**src/rtl/c16df_pkg.sv**
```systemverilog
// ----------------------------------------------------------------------------
// c16df_pkg
// Types, constants and the byte-wide CRC-16 update shared by the deframer.
// ----------------------------------------------------------------------------
package c16df_pkg;

  localparam logic [7:0]  START_BYTE = 8'h02;
  localparam logic [15:0] CRC_INIT   = 16'hFFFF;
  localparam logic [15:0] CRC_POLY   = 16'h1021;

  localparam logic [15:0] MAX_SIZE_RST = 16'd512;
  localparam logic [15:0] TIMEOUT_RST  = 16'd1000;

  // configuration register indexes
  localparam logic CFG_MAX_SIZE = 1'b0;
  localparam logic CFG_TIMEOUT  = 1'b1;

  typedef enum logic [2:0] {
    ST_OK        = 3'd0,
    ST_HDR_CRC   = 3'd1,
    ST_DATA_CRC  = 3'd2,
    ST_SHORT     = 3'd3,
    ST_OVERSIZE  = 3'd4,
    ST_TIMEOUT   = 3'd5
  } status_e;

  typedef enum logic {
    MODE_BYTE = 1'b0,
    MODE_TICK = 1'b1
  } mode_e;

  typedef enum logic {
    KIND_PAYLOAD = 1'b0,
    KIND_STATUS  = 1'b1
  } kind_e;

  typedef struct packed {
    mode_e      mode;
    logic [7:0] rx_byte;
  } in_item_t;

  typedef struct packed {
    kind_e       kind;
    logic [7:0]  payload_byte;
    status_e     status;
    logic [15:0] payload_length;
  } out_item_t;

  typedef struct packed {
    logic [15:0] max_size;
    logic [15:0] timeout_ticks;
  } cfg_t;

  // crc-16/ccitt-false, one byte, msb first
  function automatic logic [15:0] crc_add(input logic [15:0] crc, input logic [7:0] b);
    logic [15:0] c;
    c = crc ^ {b, 8'h00};
    for (int i = 0; i < 8; i++) begin
      if (c[15]) begin
        c = {c[14:0], 1'b0} ^ CRC_POLY;
      end else begin
        c = {c[14:0], 1'b0};
      end
    end
    return c;
  endfunction

endpackage

```
**src/rtl/c16df_core.sv**
```systemverilog
// ----------------------------------------------------------------------------
// c16df_core
// Frame state and per-item next-state logic; yields at most one result.
// ----------------------------------------------------------------------------
module c16df_core (
  input  logic                 clk_i,
  input  logic                 rst_ni,
  input  logic                 item_fire_i,
  input  c16df_pkg::in_item_t  item_i,
  input  c16df_pkg::cfg_t      cfg_i,
  output logic                 res_valid_o,
  output c16df_pkg::out_item_t res_o
);

  typedef enum logic [2:0] {
    PH_HUNT = 3'b001,
    PH_HEAD = 3'b010,
    PH_DATA = 3'b100
  } phase_e;

  phase_e      phase_q, phase_d;
  logic [2:0]  hdr_cnt_q, hdr_cnt_d;
  logic [15:0] size_q, size_d;
  logic [15:0] hdr_crc_q, hdr_crc_d;
  logic [15:0] data_cnt_q, data_cnt_d;
  logic [15:0] data_crc_q, data_crc_d;
  logic [7:0]  crc_lo_q, crc_lo_d;
  logic [15:0] idle_q, idle_d;

  logic [15:0] idle_inc;
  logic [15:0] rx_crc;
  logic [15:0] size_m2;
  logic [15:0] data_cnt_inc;
  logic [7:0]  b;

  assign b            = item_i.rx_byte;
  assign idle_inc     = (&idle_q) ? idle_q : idle_q + 16'd1;
  assign rx_crc       = {b, crc_lo_q};
  assign size_m2      = size_q - 16'd2;
  assign data_cnt_inc = data_cnt_q + 16'd1;

  always_comb begin
    logic to_hunt;
    to_hunt     = 1'b0;
    phase_d     = phase_q;
    hdr_cnt_d   = hdr_cnt_q;
    size_d      = size_q;
    hdr_crc_d   = hdr_crc_q;
    data_cnt_d  = data_cnt_q;
    data_crc_d  = data_crc_q;
    crc_lo_d    = crc_lo_q;
    idle_d      = idle_q;
    res_valid_o = 1'b0;
    res_o       = '{kind: c16df_pkg::KIND_STATUS, payload_byte: 8'h00,
                    status: c16df_pkg::ST_OK, payload_length: 16'h0000};

    if (item_i.mode == c16df_pkg::MODE_TICK) begin
      if (phase_q == PH_HEAD || phase_q == PH_DATA) begin
        idle_d = idle_inc;
        if (idle_inc >= cfg_i.timeout_ticks) begin
          res_valid_o  = 1'b1;
          res_o.status = c16df_pkg::ST_TIMEOUT;
          to_hunt      = 1'b1;
        end
      end
    end else begin
      case (phase_q)
        PH_HEAD: begin
          idle_d    = '0;
          hdr_cnt_d = hdr_cnt_q + 3'd1;
          case (hdr_cnt_q)
            3'd0: begin
              size_d    = {8'h00, b};
              hdr_crc_d = c16df_pkg::crc_add(hdr_crc_q, b);
            end
            3'd1: begin
              size_d    = {b, size_q[7:0]};
              hdr_crc_d = c16df_pkg::crc_add(hdr_crc_q, b);
            end
            3'd2: begin
              crc_lo_d = b;
            end
            default: begin
              if (rx_crc != hdr_crc_q) begin
                res_valid_o  = 1'b1;
                res_o.status = c16df_pkg::ST_HDR_CRC;
                to_hunt      = 1'b1;
              end else if (size_q < 16'd2) begin
                res_valid_o  = 1'b1;
                res_o.status = c16df_pkg::ST_SHORT;
                to_hunt      = 1'b1;
              end else if (size_q > cfg_i.max_size) begin
                res_valid_o  = 1'b1;
                res_o.status = c16df_pkg::ST_OVERSIZE;
                to_hunt      = 1'b1;
              end else begin
                phase_d    = PH_DATA;
                hdr_cnt_d  = '0;
                data_cnt_d = '0;
                data_crc_d = c16df_pkg::CRC_INIT;
                crc_lo_d   = '0;
              end
            end
          endcase
        end
        PH_DATA: begin
          idle_d     = '0;
          data_cnt_d = data_cnt_inc;
          if (data_cnt_inc <= size_m2) begin
            data_crc_d         = c16df_pkg::crc_add(data_crc_q, b);
            res_valid_o        = 1'b1;
            res_o.kind         = c16df_pkg::KIND_PAYLOAD;
            res_o.payload_byte = b;
          end else if (data_cnt_inc < size_q) begin
            crc_lo_d = b;
          end else begin
            res_valid_o = 1'b1;
            to_hunt     = 1'b1;
            if (rx_crc != data_crc_q) begin
              res_o.status = c16df_pkg::ST_DATA_CRC;
            end else begin
              res_o.payload_length = size_m2;
            end
          end
        end
        default: begin
          // hunting, also covers any stray phase code
          phase_d = PH_HUNT;
          if (b == c16df_pkg::START_BYTE) begin
            phase_d    = PH_HEAD;
            hdr_cnt_d  = '0;
            size_d     = '0;
            hdr_crc_d  = c16df_pkg::crc_add(c16df_pkg::CRC_INIT, b);
            data_cnt_d = '0;
            data_crc_d = c16df_pkg::CRC_INIT;
            crc_lo_d   = '0;
            idle_d     = '0;
          end
        end
      endcase
    end

    if (to_hunt) begin
      phase_d    = PH_HUNT;
      hdr_cnt_d  = '0;
      size_d     = '0;
      hdr_crc_d  = c16df_pkg::CRC_INIT;
      data_cnt_d = '0;
      data_crc_d = c16df_pkg::CRC_INIT;
      crc_lo_d   = '0;
      idle_d     = '0;
    end
  end

  always_ff @(posedge clk_i or negedge rst_ni) begin
    if (!rst_ni) begin
      phase_q    <= PH_HUNT;
      hdr_cnt_q  <= '0;
      size_q     <= '0;
      hdr_crc_q  <= c16df_pkg::CRC_INIT;
      data_cnt_q <= '0;
      data_crc_q <= c16df_pkg::CRC_INIT;
      crc_lo_q   <= '0;
      idle_q     <= '0;
    end else if (item_fire_i) begin
      phase_q    <= phase_d;
      hdr_cnt_q  <= hdr_cnt_d;
      size_q     <= size_d;
      hdr_crc_q  <= hdr_crc_d;
      data_cnt_q <= data_cnt_d;
      data_crc_q <= data_crc_d;
      crc_lo_q   <= crc_lo_d;
      idle_q     <= idle_d;
    end
  end

endmodule

```
**src/rtl/crc16_packet_deframer_top.sv**
```systemverilog
// output: a result is registered and appears in the cycle after its input transfer
// throughput: one item per cycle unless the output stalls; the crc byte update
//   and frame checks sit in one stage between frame state and output register
// reset: rst_ni is asynchronous, active low; the deframer hunts for a start
//   byte, the output register is empty and the registers take their defaults
// ----------------------------------------------------------------------------
// crc16_packet_deframer_top
// Start-byte / length / crc-16 framed byte stream deframer.
// ----------------------------------------------------------------------------
module crc16_packet_deframer_top (
  input  logic                 clk_i,
  input  logic                 rst_ni,
  input  logic                 in_valid_i,
  output logic                 in_ready_o,
  input  c16df_pkg::in_item_t  in_data_i,
  output logic                 out_valid_o,
  input  logic                 out_ready_i,
  output c16df_pkg::out_item_t out_data_o,
  input  logic                 cfg_we_i,
  input  logic                 cfg_idx_i,
  input  logic [15:0]          cfg_wdata_i
);

  c16df_pkg::cfg_t      cfg_q;
  logic                 out_valid_q, out_valid_d;
  c16df_pkg::out_item_t out_q;
  logic                 in_fire;
  logic                 res_valid;
  c16df_pkg::out_item_t res;

  assign in_ready_o = !out_valid_q || out_ready_i;
  assign in_fire    = in_valid_i && in_ready_o;

  c16df_core u_core (
    .clk_i       (clk_i),
    .rst_ni      (rst_ni),
    .item_fire_i (in_fire),
    .item_i      (in_data_i),
    .cfg_i       (cfg_q),
    .res_valid_o (res_valid),
    .res_o       (res)
  );

  always_ff @(posedge clk_i or negedge rst_ni) begin
    if (!rst_ni) begin
      cfg_q.max_size      <= c16df_pkg::MAX_SIZE_RST;
      cfg_q.timeout_ticks <= c16df_pkg::TIMEOUT_RST;
    end else if (cfg_we_i) begin
      case (cfg_idx_i)
        c16df_pkg::CFG_MAX_SIZE: cfg_q.max_size      <= cfg_wdata_i;
        c16df_pkg::CFG_TIMEOUT:  cfg_q.timeout_ticks <= cfg_wdata_i;
        default: ;
      endcase
    end
  end

  // output register refills on the same edge it is drained
  always_comb begin
    out_valid_d = out_valid_q;
    if (in_fire) begin
      out_valid_d = res_valid;
    end else if (out_ready_i) begin
      out_valid_d = 1'b0;
    end
  end

  always_ff @(posedge clk_i or negedge rst_ni) begin
    if (!rst_ni) begin
      out_valid_q <= 1'b0;
    end else begin
      out_valid_q <= out_valid_d;
    end
  end

  always_ff @(posedge clk_i) begin
    if (in_fire && res_valid) begin
      out_q <= res;
    end
  end

  assign out_valid_o = out_valid_q;
  assign out_data_o  = out_q;

endmodule

```
**config.mk**
```make
export PLATFORM = sky130hd
export DESIGN_NAME = crc16_packet_deframer_top
export DESIGN_NICKNAME = d
export VERILOG_FILES = /design/src/rtl/c16df_pkg.sv /design/src/rtl/c16df_core.sv /design/src/rtl/crc16_packet_deframer_top.sv
export SDC_FILE = /design/constraint.sdc
export NUM_CORES = 1
export LEC_CHECK = 0
export ABC_AREA = 0
export ABC_CLOCK_PERIOD_IN_PS = 5800
export BUFFER_PORTS_ARGS = -buffer_cell sky130_fd_sc_hd__buf_2
export CAP_MARGIN = 25
export CORE_ASPECT_RATIO = 1.1
export CORE_MARGIN = 2
export CORE_UTILIZATION = 40
export DETAILED_ROUTE_END_ITERATION = 8
export GPL_ROUTABILITY_DRIVEN = 0
export MAX_ROUTING_LAYER = met4
export PLACE_DENSITY = 0.55
export SLEW_MARGIN = 20
export SYNTH_ARGS = -nofsm -noshare
export SYNTH_HDL_FRONTEND = slang
export SYNTH_SLANG_ARGS = --single-unit
```
**constraint.sdc**
```tcl
create_clock -name clk_i -period 5.8 [get_ports clk_i]
set_input_delay 1.16 -clock clk_i [delete_from_list [all_inputs] [get_ports clk_i]]
set_output_delay 1.16 -clock clk_i [all_outputs]
set_load 0.05 [all_outputs]
```
# [After elaboration in Yosys (flattened, before gate mapping)]
# Cells that the tools add are included.
[word_totals] regBits=155 wordCells=313 inputBits=31
[classes] reduce_logical=27 n_eq_ne=24 n_lt_le_gt_ge=5 add_sub_neg=4 bitwise=37 mux=200
[ops] op="2-to-1 mux 16 bit" n=110
[ops] op="2-to-1 mux 13 bit" n=31
[ops] op="case mux 16 bit (2 select lines)" n=6
[ops] op="NOT 3 bit" n=31
[ops] op="2-to-1 mux 8 bit" n=8
[ops] op="2-to-1 mux 3 bit" n=20
[ops] op="adder 16 x 1 -> 16 bit, second input constant" n=2
[ops] op="!= test 16 bit" n=2
[ops] op="case mux 8 bit (2 select lines)" n=2
[ops] op="bitwise XOR 16 bit" n=2
[ops] op="!= test 3 bit, second input constant" n=10
[ops] op="2-to-1 mux 19 bit" n=1
[ops] op="2-to-1 mux 18 bit" n=1
[ops] op="case mux 3 bit (2 select lines)" n=3
[ops] op="greater-or-equal comparator 16 bit" n=1
[ops] op="> comparator 16 bit" n=1
[ops] op="<= comparator 16 bit" n=1
[ops] op="< comparator 16 bit" n=1
[ops] op="< comparator 16 x 2 -> 1 bit, second input constant" n=1
[ops] op="!= test 4 bit, second input constant" n=4
[ops] op="NOT 16 bit" n=1
[ops] op="AND reduction 16 bit" n=1
[ops] op="subtractor 16 x 2 -> 16 bit, second input constant" n=1
[ops] op="AND reduction 7 bit" n=2
[ops] op="other kinds (30)" n=54

# [Logic depth before layout (Yosys ltp)]
[depth] depth_word=42 ltp_mapped=18 depth_no_buf=15

# [Modules after synthesis]
# Synthesis repeated with hierarchy kept, for this count alone.
[unflattened] hier_cells=951 hier_area_um2=9794.4
[modules_own_cells] module="c16df_core" area_each_um2=7646.1 cells_each=848 seq_area_each_um2=2393.5 n_inst=1
[modules_own_cells] module="crc16_packet_deframer_top" area_each_um2=2148.3 cells_each=103 seq_area_each_um2=1675.4 n_inst=1

# [Worst setup path before layout]
# Ideal clock, no wire load.
[synth_timing] path_kind="flip-flop to flip-flop" from="register u_core.idle_q[3]" to="register out_q (netlist bit out_data_o[0]) (enable)" path_stages_with_launch=16 setup_time_ns=0.413 path_slack_ns=0.860 period_less_slack_ns=4.940 arrival_time_ns=4.527 path_cell_list="dfrtp_1 > buf_2 > and4_1 > nand4_1 > nor4_4 > mux2_2 > ha_1 > o211ai_1 > a21oi_1 > nor4_1 > o31ai_1 > a41o_1 > buf_2 > buf_2 > nor2_1 > nor2_1"
[synth_between] elab_chain_len=7 elab_cells_between_ends=8
[synth_lines] item="start, declared" line_no="c16df_core.sv:28" text="logic [15:0] idle_q, idle_d;"
[synth_lines] item="start signal, assigned" line_no="c16df_core.sv:173" text="idle_q <= idle_d;"
[synth_lines] item="adder 16 x 1 -> 16 bit or AND reduction 16 bit (tied branches)" line_no="c16df_core.sv:37" text="assign idle_inc = (&idle_q) ? idle_q : idle_q + 16'd1;"
[synth_lines] item="2-to-1 mux 16 bit *" line_no="c16df_core.sv:37"
[synth_lines] item="greater-or-equal comparator 16 bit *" line_no="c16df_core.sv:60" text="if (idle_inc >= cfg_i.timeout_ticks) begin"
[synth_lines] item="2-to-1 mux 1 bit *" line_no="c16df_core.sv:60"
[synth_lines] item="2-to-1 mux 1 bit *" line_no="c16df_core.sv:58" text="if (phase_q == PH_HEAD || phase_q == PH_DATA) begin"
[synth_lines] item="2-to-1 mux 1 bit *" line_no="c16df_core.sv:57" text="if (item_i.mode == c16df_pkg::MODE_TICK) begin"
[synth_lines] item="logical AND 1 bit *" line_no="crc16_packet_deframer_top.sv:76" text="if (in_fire && res_valid) begin"
[synth_lines] item="end signal, assigned" line_no="crc16_packet_deframer_top.sv:77" text="out_q <= res;"
[synth_lines] item="end, declared" line_no="crc16_packet_deframer_top.sv:26" text="c16df_pkg::out_item_t out_q;"
# Every way passes the cells marked *; elsewhere a longest branch is shown, timed or not.
# A chain may end at the register's enable or synchronous reset.

# [Final worst setup path]
[layout_timing] from="register u_core.idle_q[3]" to="register u_core.data_cnt_q[0]"
[layout_between] elab_chain_len=8 elab_cells_between_ends=15
[layout_lines] item="adder 16 x 1 -> 16 bit or AND reduction 16 bit (tied branches)" line_no="c16df_core.sv:37"
[layout_lines] item="2-to-1 mux 16 bit *" line_no="c16df_core.sv:37"
[layout_lines] item="greater-or-equal comparator 16 bit *" line_no="c16df_core.sv:60"
[layout_lines] item="2-to-1 mux 1 bit *" line_no="c16df_core.sv:60"
[layout_lines] item="2-to-1 mux 1 bit *" line_no="c16df_core.sv:58"
[layout_lines] item="2-to-1 mux 1 bit *" line_no="c16df_core.sv:57"
[layout_lines] item="!= test 3 bit (no line), or another cell as far along"
[layout_lines] item="AND reduction 7 bit (no line)"
[layout_lines] item="end signal, assigned" line_no="c16df_core.sv:170" text="data_cnt_q <= data_cnt_d;"
[layout_lines] item="end, declared" line_no="c16df_core.sv:25" text="logic [15:0] data_cnt_q, data_cnt_d;"
# Marked as above.

==> results.cfg <==
[cts]
cts_setup_buffers = 0
clkLatencyLatePin_ps = 430
cts_tree = yes
post_cts_resize_count = 0
cts_made_buffers = 17
cts_root_buffer = clkbuf_16
h-tree-depth = 4
clkTransAtPathRegs_ps = 70
hold_buffers = 0
cts_max_path_buffers = 2
clock_sinks = 155

[final_layout]
layout.nets = 1106
drive_above_1_share_pct = 18.47
antenna_cells = 0
fin_cells = 1328
fill_cells = 2337
layout_commonest_cell = dfrtp_1
areaGrowthSynthToFinish_pct = 11.43
final_cell_mix = 87 x dfrtp_1, 74 x xnor2_1, 70 x ha_1

[yosys]
seq_area_frac_synth_pct = 41.47
yosys_warnings = 0
synth_fp_nets = 1057
ys_ff_latch = 155
synth_area_sq_um = 9811
synthArstFlopShare_pct = 81.94
synth-edff-count = 28
synth_top_cell_by_area = dfrtp_1
synth_top_area_share_pct = 22.19
synth.distinct_cells = 74
syn_inst = 956
synthTopCellsByArea = dfrtp_1 22%, dfstp_2 11%, ha_1 8.9%
ys.flop_type = dfrtp_1
syn_area_per_cell_sq_um = 10.26

[sta]
rsz0062_at_grt = no
tightest_slew_ps = 980.1
report.final.slew_viol_count = 0
clock_skew_ps = 10.26
period_needed_ps = 4852
max_freq_ghz = 0.2061
hold_ws_ps = 504.3
finalCritPeriodShare_pct = 83.66
relSlewSlack_pct = 34.42
finalSetupViolations = 0
finalSetupTns_ps = 0
hold_viol = 0

[power]
peakVddDrop_mv = 0.1691
finalPower_mw = 2.471
leakage_nw = 4.869
p_per_area_nw_per_um2 = 226.0

[placement]
hpwl_mm = 18.36
place_inst = 1293
io_buffers = 60

[routing]
drt_iter0_drc = 387
route.met3.wl_um = 651
drt-met1-wl_mm = 11.53
vias = 7227
avgViaCountPerCell = 5.442
drt.antenna.violating_nets = 0
routed.top_layer = met4
wl_met2_mm = 12.18
drt-total-wl_mm = 24.92
wl_per_cell_um = 18.76
dr.pass1.iters = 5
drc = 0

[flow_run]
drv_cap = 0

[die]
fp-row-count = 60
pin_count = 61
die_h_um = 168.3
die_w_um = 153.3
floorplan.die_area_sq_um = 25800
start_util_pct = 40.46
core_sq_um = 24250

[global_routing]
antenna_found_initial = 0
grt_pass1_wl_mm = 40.05
gr-total-overflow = 0
grt.total_usage_pct = 20.38
grt_pass1_vias = 7248
grt_max_degree = 77

[worst_setup_path]
cp_slowest_cell = nor4_4
critPathArrivalTime_ps = 5220
reg2reg_slack_ps = 950
cp_data_required_time_ps = 6170
cp_top_family = simple AND/OR/NAND/NOR gates
start_kind = flop
crit_path_end_kind = flop
cp.buffers_inverters = 1
path_max_fanout = 16
critical_path.max_stage_delay_ps = 840
path_cells = and4_1 > nand4_1 > nor4_4 > nor2_1 > nand3_1 > xnor2_1 > ha_1 > o2111ai_1 > nor2_1 > a211oi_1 > o31ai_1 > a41o_1 > buf_4 > nor4_4 > mux2_2
crit_type = flop to flop

[outcome]
status = completed

[hold_path]
holdCritPathClass = flop to flop
-- where the power goes --
group | total, mW | switching (mW) | internal, mW
Sequential | 1.18 | 0.0247 | 1.16
Combinational | 0.235 | 0.136 | 0.0992
Clock | 1.05 | 0.468 | 0.585
Total | 2.47 | 0.629 | 1.84
-- sequential cells by signal, summed over array words and instances, names as in the netlist --
name,count
cfg_q,32
out_data_o,28
out_valid_o,1
u_core.crc_lo_q,8
u_core.data_cnt_q,16
u_core.data_crc_q,16
u_core.hdr_cnt_q,3
u_core.hdr_crc_q,16
u_core.idle_q,16
u_core.phase_q,3
u_core.size_q,16
-- per-layer routing --
layer / up-vias / GRT usage, %
met2: 117 / 33.11
met5: - / -
li1: 3547 / -
met3: 35 / 2.909
met4: 0 / 7.085
met1: 3528 / 26.15
-- through the flow --
stage | cell area (sq um) | util, % | worst slack [ps]
2_1_floorplan | 9811 | - | 859.6
3_3_place_gp | 10340 | 42.65 | 1046
3_5_place_dp | 10340 | 42.65 | 960.1
4_1_cts | 10880 | 44.89 | 942.9
5_1_grt | 10930 | 45.08 | 521.4
6_report | 10930 | 45.08 | 947.8
-- cells by family after synthesis --
kind of cell | synth area share (%)
flops | 41.47
xor+xnor | 11.52
mux | 2.691
simple gates | 14.41
fa+ha+maj | 8.927
buf+inv | 4.336
compound gates | 16.64
-- path summary, 6_finish.rpt --
check	startpoint	to	cells after the start
max reg2reg	u_core.idle_q[3]	u_core.data_cnt_q[0]	15
min reg2reg	cfg_q[15]	cfg_q[15]	1
min	cfg_q[15]	cfg_q[15]	1
min in group asynchronous	rst_ni	out_valid_o	1
max in group asynchronous	rst_ni	u_core.data_cnt_q[7]	2
max	u_core.idle_q[3]	u_core.data_cnt_q[0]	15
-- layout make-up --
| class | count | area [sq um] | share of cell area, % |
|---|---|---|---|
| Clock buffer | 24 | 481.7 | 4.407 |
| Clock inverter | 8 | 61.31 | 0.5608 |
| Inverter | 53 | 198.9 | 1.820 |
| Multi-Input combinational cell | 708 | 5326 | 48.72 |
| Sequential cell | 155 | 4069 | 37.22 |
| Tap cell | 310 | 387.9 | 3.548 |
| Timing Repair Buffer | 70 | 406.6 | 3.720 |
-- Yosys cell counts (all sizes together), types with 2 or more instances --
cell type	count
mux2i	5
nand2b	10
edfxtp	28
buf	23
o41ai	8
nor3	16
o21ai	34
mux2	19
o22ai	2
a211oi	5
and2	13
o211ai	15
o21a	6
a21o	10
nand3	24
nand4	20
a22o	51
or4	2
nand2	67
xnor2	74
dfstp	40
clkbuf	17
a2111oi	2
and4	4
dfrtp	87
xor2	55
nor4	15
nor2b	9
o2bb2ai	2
o22a	16
a31o	3
inv	53
a221o	2
a21oi	51
or2	4
o31ai	3
and3	9
ha	70
or3	5
nor2	65
Note: power is estimated with default switching activity, not from simulation.
